**config.mk**
```make
export PLATFORM = sky130hd
export DESIGN_NAME = ghau_ram
export DESIGN_NICKNAME = d
export VERILOG_FILES = /design/src/design/generational_handle_allocator_unit_macros.svh /design/src/design/ghau_ram.sv
export SDC_FILE = /design/constraint.sdc
export NUM_CORES = 1
export LEC_CHECK = 0
export BUFFER_PORTS_ARGS = -buffer_cell sky130_fd_sc_hd__buf_4
export CELL_PAD_IN_SITES_DETAIL_PLACEMENT = 1
export CELL_PAD_IN_SITES_GLOBAL_PLACEMENT = 1
export CORE_AREA = 8 8 108 110
export CTS_CLUSTER_SIZE = 28
export DETAILED_ROUTE_END_ITERATION = 7
export DIE_AREA = 0 0 116 118
export GPL_ROUTABILITY_DRIVEN = 0
export PLACE_DENSITY_LB_ADDON = 0.1
export SYNTH_ARGS = -nofsm -noshare
export SYNTH_HDL_FRONTEND = slang
export SYNTH_SLANG_ARGS = --single-unit
```
**constraint.sdc**
```tcl
create_clock -name clk -period 2 [get_ports clk]
set_input_delay 0.3 -clock clk [delete_from_list [all_inputs] [get_ports clk]]
set_output_delay 0.3 -clock clk [all_outputs]
set_load 0.05 [all_outputs]
```
**src/design/generational_handle_allocator_unit_macros.svh**
```systemverilog
// Assertion macros shared by the handle allocator RTL.
`ifndef GENERATIONAL_HANDLE_ALLOCATOR_UNIT_MACROS_SVH
`define GENERATIONAL_HANDLE_ALLOCATOR_UNIT_MACROS_SVH

// Same-cycle implication, sampled on clk and disabled while rst_n is low.
`define GHAU_ASSERT_NOW(lbl, ante, cons) \
  lbl: assert property (@(posedge clk) disable iff (!rst_n) (ante) |-> (cons)) \
    else $error("%m: same-cycle check failed");

// Next-cycle implication, sampled on clk and disabled while rst_n is low.
`define GHAU_ASSERT_NEXT(lbl, ante, cons) \
  lbl: assert property (@(posedge clk) disable iff (!rst_n) (ante) |=> (cons)) \
    else $error("%m: next-cycle check failed");

`endif

```
**src/design/ghau_ram.sv**
```systemverilog
// Generic single-write, single-read RAM with registered read data.
`default_nettype none

module ghau_ram #(
  parameter int WIDTH = 8,
  parameter int DEPTH = 16
) (
  input  wire logic                     clk,
  input  wire logic                     we,
  input  wire logic [$clog2(DEPTH)-1:0] waddr,
  input  wire logic [WIDTH-1:0]         wdata,
  input  wire logic [$clog2(DEPTH)-1:0] raddr,
  output logic      [WIDTH-1:0]         rdata
);

  logic [WIDTH-1:0] mem [DEPTH];

  always_ff @(posedge clk) begin
    if (we) begin
      mem[waddr] <= wdata;
    end
    rdata <= mem[raddr];
  end

endmodule

`default_nettype wire

```
==> metrics.md <==
| Metric | Value |
|---|---|
| Outcome | complete, no violations |
| Post-synth EDFFs | 128 |
| Hold WC Path Type | primary input to flip-flop |
| Ys flop type | edfxtp_1 |
| Initial antenna violation count | 0 |
| Global Route Usage Sum | 17.5% |
| CP peak stage delay | 510 ps |
| Reg-to-reg slack, setup | 540 ps |
| Top post-synthesis cells by count | 128 x edfxtp_1, 18 x mux4_2, 16 x a22oi_1 |
| Clock Skew | 6.15 ps |
| Latest clock arrival within the worst-skew pair | 510 ps |
| Clk slew on worst S/H paths | 60 ps |
| Hpwl dp | 6830 um |
| Final net count | 302 |
| IO Port Bufs | 25 |
| Die span in y | 118 um |
| CP max FO | 1 |
| Post-Syn Area | 5150 sq um |
| Crit path DAT | 1840 ps |
| Initial Util | 51.5% |
| Post-route setup TNS | 0 ps |
| Hold_sp | wdata[5] |
| Number of inserted diodes | 0 |
| Fmax | 0.687 GHz |
| Top sig layer | met4 |
| Num CTS Buffers | 17 |
| Crit path capture type | flip-flop |
| Final hold viol count | 0 |
| Critical Path Stages | 3 |
| Max Slew Vio Count | 0 |
| Remaining DRCs | 0 |
| Post-route design area | 6090 sq um |
| Place WS | 186 ps |
| Final period util | 72.8% |
| Routed via count | 2469 |
| Placed cells | 401 |
| Die Width | 116 um |
| Pin count of the biggest net entering global routing | 25 |
| Post-CTS setup buffer count | 0 |
| Clk pwr share | 42.8% |
| CP bufs+invs | 0 |
| Resized Gates After CTS | 0 |
| P_sw | 1.34 mW |
| Final Instance Count excl. Fillers | 430 |
| Maxcap violations | 0 |
| Number of global-route vias before repair | 2698 |
| Setup Crit Path Kind | flip-flop to flip-flop |
| Worst path cell trace | mux4_1 -> a22oi_1 -> nand2_1 |
| Area after DPL | 5590 sq um |
| Pwr/cell area | 1030 nW/um^2 |
| Router iterations before antenna repair | 4 |
| Syn Nets | 247 |
| H-tree depth | 4 |
| Pint | 4.94 mW |
| # rows | 37 |
| CTS max path bufs | 2 |
| Final core occ | 60.9% |
| Met1 wire length | 4920 um |
| CTS tree | done |
| Worst Hold End | mem[5][5] |
| Top Ports | 26 |
| Via density | 5.74 |
| Yosys cell types | 19 |
| Total core area | 10000 sq um |
| Layout cells sized above 1 | 31.3% |
| Reg2reg end | rdata[2] |
| Area grow syn2layout | 18.4% |
| #FFs+latches synth | 136 |
| Drt wl/cell | 25.4 um |
| Worst slew pin tran | 386 ps |
| Slowest-stage cell, CP | mux4_1 |
| Gate Count Post-Synth | 229 |
| Worst path required time | 2390 ps |
| Yosys warnings | 0 |
| Die area | 13700 sq um |
| Final wirelength | 10900 um |
| Gate power share | 6.1% |
| Crit start category | flip-flop |
| Fill cells | 859 |
| Setup violators final | 0 |
| Leakage | 2.08 nW |
| Clock sink count | 136 |
| Top-area cell type share of the netlist area | 74.7% |
| Tot Pwr | 6.28 mW |
| Post-route worst setup slack | 544 ps |
| VDD IR max | 0.516 mV |
| Hold Worst Slack | 99.9 ps |
| RSZ-0062 raised after global routing | false |
| Flop pwr share | 51.0% |
| CP delay by family, top | multiplexers |
| Metal2 WL | 5470 um |
| Post-route ant nets | 0 |
| Hold-fix buffers, CTS | 0 |
| Hold path depth | 1 |
| Root Buffer | clkbuf_8 |
| Starting DRT DRC Count | 228 |
| Tmin final | 1460 ps |
| FF-to-FF path depth | 3 |
| Switching share of power | 21.4% |
| Cell taking the most area after synthesis | edfxtp_1 |
| Register area share after synthesis | 77.8% |
| Synth top area cells | edfxtp_1 75%, mux4_2 7.9%, mux4_1 7.1% |
| First-pass GRT wire length | 16800 um |
| Grt total ovfl | 0 |
| RR Startpoint | mem[3][2] |
| Top-count cell post-synth | edfxtp_1 |
| Met3 WL post-DR | 433 um |
| Syn_area_per_cell | 22.5 sq um |
| Relative slew slack | 74.3% |
| Async set-or-reset flop fraction in the synthesized netlist | 0% |
[cell type report]
type | count | area [sq um] | area share (%)
flip-flops and latches | 136 | 4000 | 65.7
multi-input cells | 83 | 1060 | 17.4
clock buffers | 18 | 418 | 6.86
repair buffers | 46 | 358 | 5.87
well taps | 136 | 170 | 2.79
clock inverters | 11 | 86.3 | 1.42
[how the worst max path moves through the flow]
stage,start,end,slack [ps]
2_1_floorplan,waddr[2],mem[0][0],210
3_3_place_gp,raddr[0],rdata[3],190
5_1_grt,mem[3][2],rdata[2],520
3_5_place_dp,raddr[0],rdata[3],190
4_1_cts,mem[3][2],rdata[2],550
6_report,mem[3][2],rdata[2],540
[flip-flops by register name (all words and copies together) (netlist names)]
name,flops
mem,128
rdata,8
[metal layers]
metal	vias to the layer above	GRT usage (%)
met5	-	0
met4	0	5.43
met3	9	5.49
met2	62	27.0
met1	1321	23.0
li1	1077	-
[placed cells by master (no fill, tap or decap), types with 6 or more instances in the layout]
| master | n |
|---|---|
| mux4_1 | 14 |
| edfxtp_1 | 128 |
| mux4_2 | 18 |
| clkbuf_16 | 16 |
| nand2_1 | 9 |
| nor2_1 | 13 |
| buf_4 | 45 |
| a22oi_1 | 16 |
| clkinv_2 | 6 |
| dfxtp_1 | 8 |
[worst register-to-register path: stages, from the launching register on]
cell      delay [ps]
edfxtp_1         400
mux4_1           520
a22oi_1          330
nand2_1           90
[cell families (layout without fill, tap and decap cells)]
logic type | Yosys count | in the layout | share of synthesized area [%]
DFF | 136 | 136 | 77.8
buffers and inverters | 10 | 75 | 1.68
and+or+nand+nor | 35 | 35 | 3.18
AOI/OAI and AO/OA | 16 | 16 | 2.33
muxes | 32 | 32 | 15.0
[power by group through the flow]
stage | Sequential (mW) | Combinational, mW | Clock, mW
after CTS | 3.21 | 0.391 | 2.74
after global placement | 3.26 | 0.377 | 0
after detailed placement | 3.27 | 0.387 | 0
after global routing | 3.21 | 0.411 | 2.86
final | 3.21 | 0.384 | 2.69
after floorplan | 3.33 | 0.162 | 0
No activity file was read; power rests on OpenSTA's default activity.
