**src/design/generational_handle_allocator_unit_macros.svh**
```systemverilog
// Assertion macros shared by the handle allocator RTL.
`ifndef GENERATIONAL_HANDLE_ALLOCATOR_UNIT_MACROS_SVH
`define GENERATIONAL_HANDLE_ALLOCATOR_UNIT_MACROS_SVH

// Same-cycle implication, sampled on clk and disabled while rst_n is low.
`define GHAU_ASSERT_NOW(lbl, ante, cons) \
  lbl: assert property (@(posedge clk) disable iff (!rst_n) (ante) |-> (cons)) \
    else $error("%m: same-cycle check failed");

// Next-cycle implication, sampled on clk and disabled while rst_n is low.
`define GHAU_ASSERT_NEXT(lbl, ante, cons) \
  lbl: assert property (@(posedge clk) disable iff (!rst_n) (ante) |=> (cons)) \
    else $error("%m: next-cycle check failed");

`endif

```
**src/design/ghau_pkg.sv**
```systemverilog
// Package with the types, constants and helpers of the handle allocator.
`default_nettype none

package ghau_pkg;

  localparam int MAX_SLOTS  = 1024;
  localparam int GEN_BITS   = 16;
  localparam int IDX_W      = $clog2(MAX_SLOTS);
  localparam int CNT_W      = $clog2(MAX_SLOTS + 1);
  localparam int GEN_PORT_W = 16;
  localparam int ACT_W      = 3;
  localparam int OUT_DEPTH  = 3;
  localparam int OCC_W      = $clog2(OUT_DEPTH + 1);
  localparam int PTR_W      = $clog2(OUT_DEPTH);

  typedef enum logic [ACT_W-1:0] {
    ACT_CREATE       = ACT_W'(0),
    ACT_DESTROY      = ACT_W'(1),
    ACT_CHECK        = ACT_W'(2),
    ACT_SET_ACTIVE   = ACT_W'(3),
    ACT_QUERY_ACTIVE = ACT_W'(4)
  } action_t;

  typedef enum logic [1:0] {
    ST_OK    = 2'd0,
    ST_STALE = 2'd1,
    ST_FULL  = 2'd2
  } status_t;

  // One entry of the slot table.
  typedef struct packed {
    logic [GEN_BITS-1:0] gen;
    logic                active;
  } slot_ent_t;

  localparam int SLOT_W = $bits(slot_ent_t);

  typedef struct packed {
    logic             push;
    logic             pop;
    logic [IDX_W-1:0] slot;
  } stack_op_t;

  typedef struct packed {
    logic [IDX_W-1:0] top;
    logic [IDX_W-1:0] top_nxt;
    logic [CNT_W-1:0] depth;
  } stack_stat_t;

  typedef struct packed {
    status_t               status;
    logic [IDX_W-1:0]      index;
    logic [GEN_PORT_W-1:0] gen;
    logic                  active;
    logic [CNT_W-1:0]      live;
  } result_t;

  // A presented generation matches only if all its bits agree with the stored one.
  function automatic logic gen_match(input logic [GEN_BITS-1:0] stored,
                                     input logic [GEN_PORT_W-1:0] presented);
    logic [63:0] s_ext;
    logic [63:0] p_ext;
    s_ext = 64'(stored);
    p_ext = 64'(presented);
    return s_ext == p_ext;
  endfunction

  function automatic logic [GEN_PORT_W-1:0] gen_to_port(input logic [GEN_BITS-1:0] stored);
    logic [63:0] s_ext;
    s_ext = 64'(stored);
    return s_ext[GEN_PORT_W-1:0];
  endfunction

endpackage

`default_nettype wire

```
**src/design/ghau_out_fifo.sv**
```systemverilog
// Small result queue between the compute stage and the result channel.
`default_nettype none

module ghau_out_fifo (
  input  wire logic                  clk,
  input  wire logic                  rst_n,
  input  wire logic                  push,
  input  wire ghau_pkg::result_t     push_data,
  input  wire logic                  pop_ready,
  output logic                       pop_valid,
  output ghau_pkg::result_t          pop_data,
  output logic [ghau_pkg::OCC_W-1:0] count
);

  ghau_pkg::result_t                 mem_r [ghau_pkg::OUT_DEPTH];
  logic [ghau_pkg::PTR_W-1:0]        wr_ptr_r, wr_ptr_nxt;
  logic [ghau_pkg::PTR_W-1:0]        rd_ptr_r, rd_ptr_nxt;
  logic [ghau_pkg::OCC_W-1:0]        count_r, count_nxt;
  logic                              pop;

  assign pop_valid = (count_r != '0);
  assign pop_data  = mem_r[rd_ptr_r];
  assign count     = count_r;
  assign pop       = pop_valid && pop_ready;

  always_comb begin
    wr_ptr_nxt = wr_ptr_r;
    rd_ptr_nxt = rd_ptr_r;
    if (push) begin
      wr_ptr_nxt = (wr_ptr_r == ghau_pkg::PTR_W'(ghau_pkg::OUT_DEPTH - 1)) ?
                   '0 : wr_ptr_r + ghau_pkg::PTR_W'(1);
    end
    if (pop) begin
      rd_ptr_nxt = (rd_ptr_r == ghau_pkg::PTR_W'(ghau_pkg::OUT_DEPTH - 1)) ?
                   '0 : rd_ptr_r + ghau_pkg::PTR_W'(1);
    end
    count_nxt = count_r + ghau_pkg::OCC_W'(push) - ghau_pkg::OCC_W'(pop);
  end

  always_ff @(posedge clk) begin
    if (!rst_n) begin
      wr_ptr_r <= '0;
      rd_ptr_r <= '0;
      count_r  <= '0;
    end else begin
      wr_ptr_r <= wr_ptr_nxt;
      rd_ptr_r <= rd_ptr_nxt;
      count_r  <= count_nxt;
    end
  end

  always_ff @(posedge clk) begin
    if (push) begin
      mem_r[wr_ptr_r] <= push_data;
    end
  end

endmodule

`default_nettype wire

```
**config.mk**
```make
export PLATFORM = sky130hd
export DESIGN_NAME = ghau_out_fifo
export DESIGN_NICKNAME = d
export VERILOG_FILES = /design/src/design/generational_handle_allocator_unit_macros.svh /design/src/design/ghau_pkg.sv /design/src/design/ghau_out_fifo.sv
export SDC_FILE = /design/constraint.sdc
export NUM_CORES = 1
export LEC_CHECK = 0
export BUFFER_PORTS_ARGS = -buffer_cell sky130_fd_sc_hd__buf_2
export CAP_MARGIN = 20
export CELL_PAD_IN_SITES_DETAIL_PLACEMENT = 1
export CELL_PAD_IN_SITES_GLOBAL_PLACEMENT = 1
export CORE_UTILIZATION = 46
export CTS_CLUSTER_DIAMETER = 50
export DETAILED_ROUTE_END_ITERATION = 10
export PLACE_DENSITY = 0.82
export SLEW_MARGIN = 20
export SYNTH_ARGS = -nofsm -noshare
export SYNTH_HDL_FRONTEND = slang
export SYNTH_SLANG_ARGS = --single-unit
```
**constraint.sdc**
```tcl
create_clock -name clk -period 5.55 [get_ports clk]
set_input_delay 0.2775 -clock clk [delete_from_list [all_inputs] [get_ports clk]]
set_output_delay 0.2775 -clock clk [all_outputs]
set_load 0.1 [all_outputs]
```
==> metrics.md <==
| Metric | Value |
|---|---|
| Outcome | completed |
| Post-Synthesis Cells | 292 |
| HP Class | in -> reg |
| Drt drc | 0 |
| Final TNS setup | 0 ns |
| Number of cell rows | 37 |
| Mapped Area | 0.004840 sq mm |
| CTS Sinks | 128 |
| Filler instances | 1,005 |
| # nets final | 473 |
| Total gr overflow | 0 |
| Number of flops mapped to enable cells by yosys | 120 |
| VDD IR-drop max | 196.2 uV |
| Top cell type's share of synthesized area | 74.46% |
| Multi-input logic area | 952.2 sq um |
| Antenna Nets Post-Route | 0 |
| Power Density | 409.8 mW/mm^2 |
| RD Place Congestion | 0.6880 |
| Routed len/inst | 17.10 um |
| # diodes | 0 |
| CP Data Required Time | 5.27 ns |
| Maximum number of pins on one net before global-route repair | 81 |
| Final hold vios | 0 |
| Least-Margin Pin Slew | 0.7995 ns |
| Fmax | 365.3 MHz |
| Total chip power | 2.593 mW |
| Max Slew Vio Count | 0 |
| First-pass GRT wire length | 15,320 um |
| Initial Utilization | 47.09% |
| Area contributors post-synth | edfxtp_1 74%, mux2i_1 8.7%, o21ai_1 3.8%, nand2_1 3.5%, dfxtp_1 3.3% |
| #FFs+latches synth | 128 |
| Yosys Warn Count | 0 |
| Vias | 2,882 |
| Crit path kind | reg -> out |
| Max Cap Viol | 0 |
| Area delta synth->final | 30.74% |
| Async SR Flop Fraction | 0% |
| Longest Clk Path Bufs | 2 |
| Crit. End Element | output pin |
| Synth cell count leaders | 120 x edfxtp_1, 45 x nand2_1, 42 x mux2i_1, 37 x o21ai_1, 9 x buf_2 |
| Clk Latency, worst-skew pair | 0.50 ns |
| Yosys top cell by area | edfxtp_1 |
| Drt first pass iters | 4 |
| Initial antenna violation count | 0 |
| Slew margin rel. | 46.70% |
| CTS tree | built |
| Die width | 104.6 um |
| WL final | 9865 um |
| Syn nets | 337 |
| Post-synthesis area per instance | 16.57 sq um |
| Ports | 87 |
| Post-CTS sizing | 0 |
| Final period util | 49.33% |
| Ys flop type | edfxtp_1 |
| Tmin final | 2.738 ns |
| Most frequent cell after synthesis | edfxtp_1 |
| Die ar. | 0.01093 sq mm |
| Core area | 0.01028 sq mm |
| CTS Buf Count | 17 |
| Clock Skew | 0.007536 ns |
| Number of hold buffers added after CTS | 40 |
| Worst-path clk slew | 0.05 ns |
| Final HPWL DP | 5751 um |
| Vias per cell | 4.995 |
| RSZ-0062 raised after global routing | false |
| Seq. cell area | 0.003766 sq mm |
| Setup bufs post-CTS | 0 |
| Dpl cell area | 0.005368 sq mm |
| H-tree level count | 4 |
| Final setup violation count | 0 |
| Yosys cell types | 22 |
| Number of global-route vias before repair | 3,121 |
| Max FO, Critical Path | 28 |
| Root Buffer | clkbuf_8 |
| Final Instance Area | 0.006327 sq mm |
| Layout cells sized above 1 | 29.25% |
| Initial detailed-routing violation count | 93 |
| IO buf count | 86 |
| Critical path data arrival time | 2.46 ns |
| Critical Path Start Type | flop |
| GRT Overall Usage | 18.95% |
| Sequential share of the synthesized area | 77.77% |
| Lkg Pwr | 2.263 nW |
| Die H | 104.6 um |
-- sequential cells by signal, summed over array words and instances (netlist names), named ones only --
signal / flops
count: 2
mem_r: 120
rd_ptr_r: 2
wr_ptr_r: 2
-- through the flow --
step | util, % | std cells | worst slack (ns) | hold slack [ns]
after detailed placement | 52.23 | 505 | 3.361 | 0.4822
after global routing | 61.57 | 577 | 2.698 | 0.08563
after floorplan | - | 292 | 1.714 | 0.3764
final | 61.57 | 577 | 2.812 | 0.1080
after CTS | 61.57 | 577 | 2.820 | 0.07782
after global placement | 52.23 | 505 | 3.398 | 0.4770
-- where the power goes --
group	switching, mW	internal [mW]	leakage (nW)	total [mW]
sequential	0.0164	1.10	1.18	1.12
combinational	0.350	0.0887	0.807	0.439
clock	0.364	0.670	0.280	1.03
total	0.730	1.86	2.26	2.59
-- critical path, cell delays in order (launching register included) --
cell and delay (ns):
dfxtp_2 0.57, buf_4 0.54, mux2i_1 0.19, o21ai_1 0.19, buf_2 0.46
-- cells in the final DEF (no fill, tap or decap), types with 2 or more instances in the layout --
master,instances
and2b_1,2
mux2i_1,42
dfxtp_1,6
clkbuf_1,5
dlygate4sd3_1,40
clkbuf_16,16
nor2_4,2
nand2_1,45
edfxtp_1,120
clkinv_2,5
nand3_1,2
buf_2,86
o21a_1,2
clkbuf_8,4
o21ai_1,37
buf_4,6
o21ai_0,5
bufinv_16,2
o21ai_2,4
dfxtp_2,2
-- routing by layer --
metal	part of all wire (%)	wire length [um]	GRT usage [%]
met1	41	4060	20.43
met2	54	5344	34.77
met3	2.7	267	4.928
met4	2.0	193	8.451
met5	0	0	0
-- area by class of cell --
cell class                      count  area share (%)
Sequential cell                   128           59.52
Multi-Input combinational cell    148           15.05
Timing Repair Buffer              132           13.84
Clock buffer                       25           7.495
Tap cell                          136           2.689
Clock inverter                      7           1.345
Inverter                            1         0.05932
-- worst paths after layout --
check,from,end,slack (ns),cells after the start
setup / recovery,flop,pop_data[27],2.81,4
hold / removal,rst_n,wr_ptr_r[1],0.11,2
setup reg to reg,wr_ptr_r[0],mem_r[1][27],3.73,3
hold reg to reg,rd_ptr_r[1],flop,0.53,2
-- logic make-up after synthesis --
| group | share of synthesized area [%] |
|---|---|
| flops | 77.77 |
| compound gates | 5.377 |
| mux | 8.687 |
| buf+inv | 2.973 |
| fa+ha+maj | 0.2585 |
| simple gates | 4.938 |
Note: power is estimated with default switching activity, not from simulation.
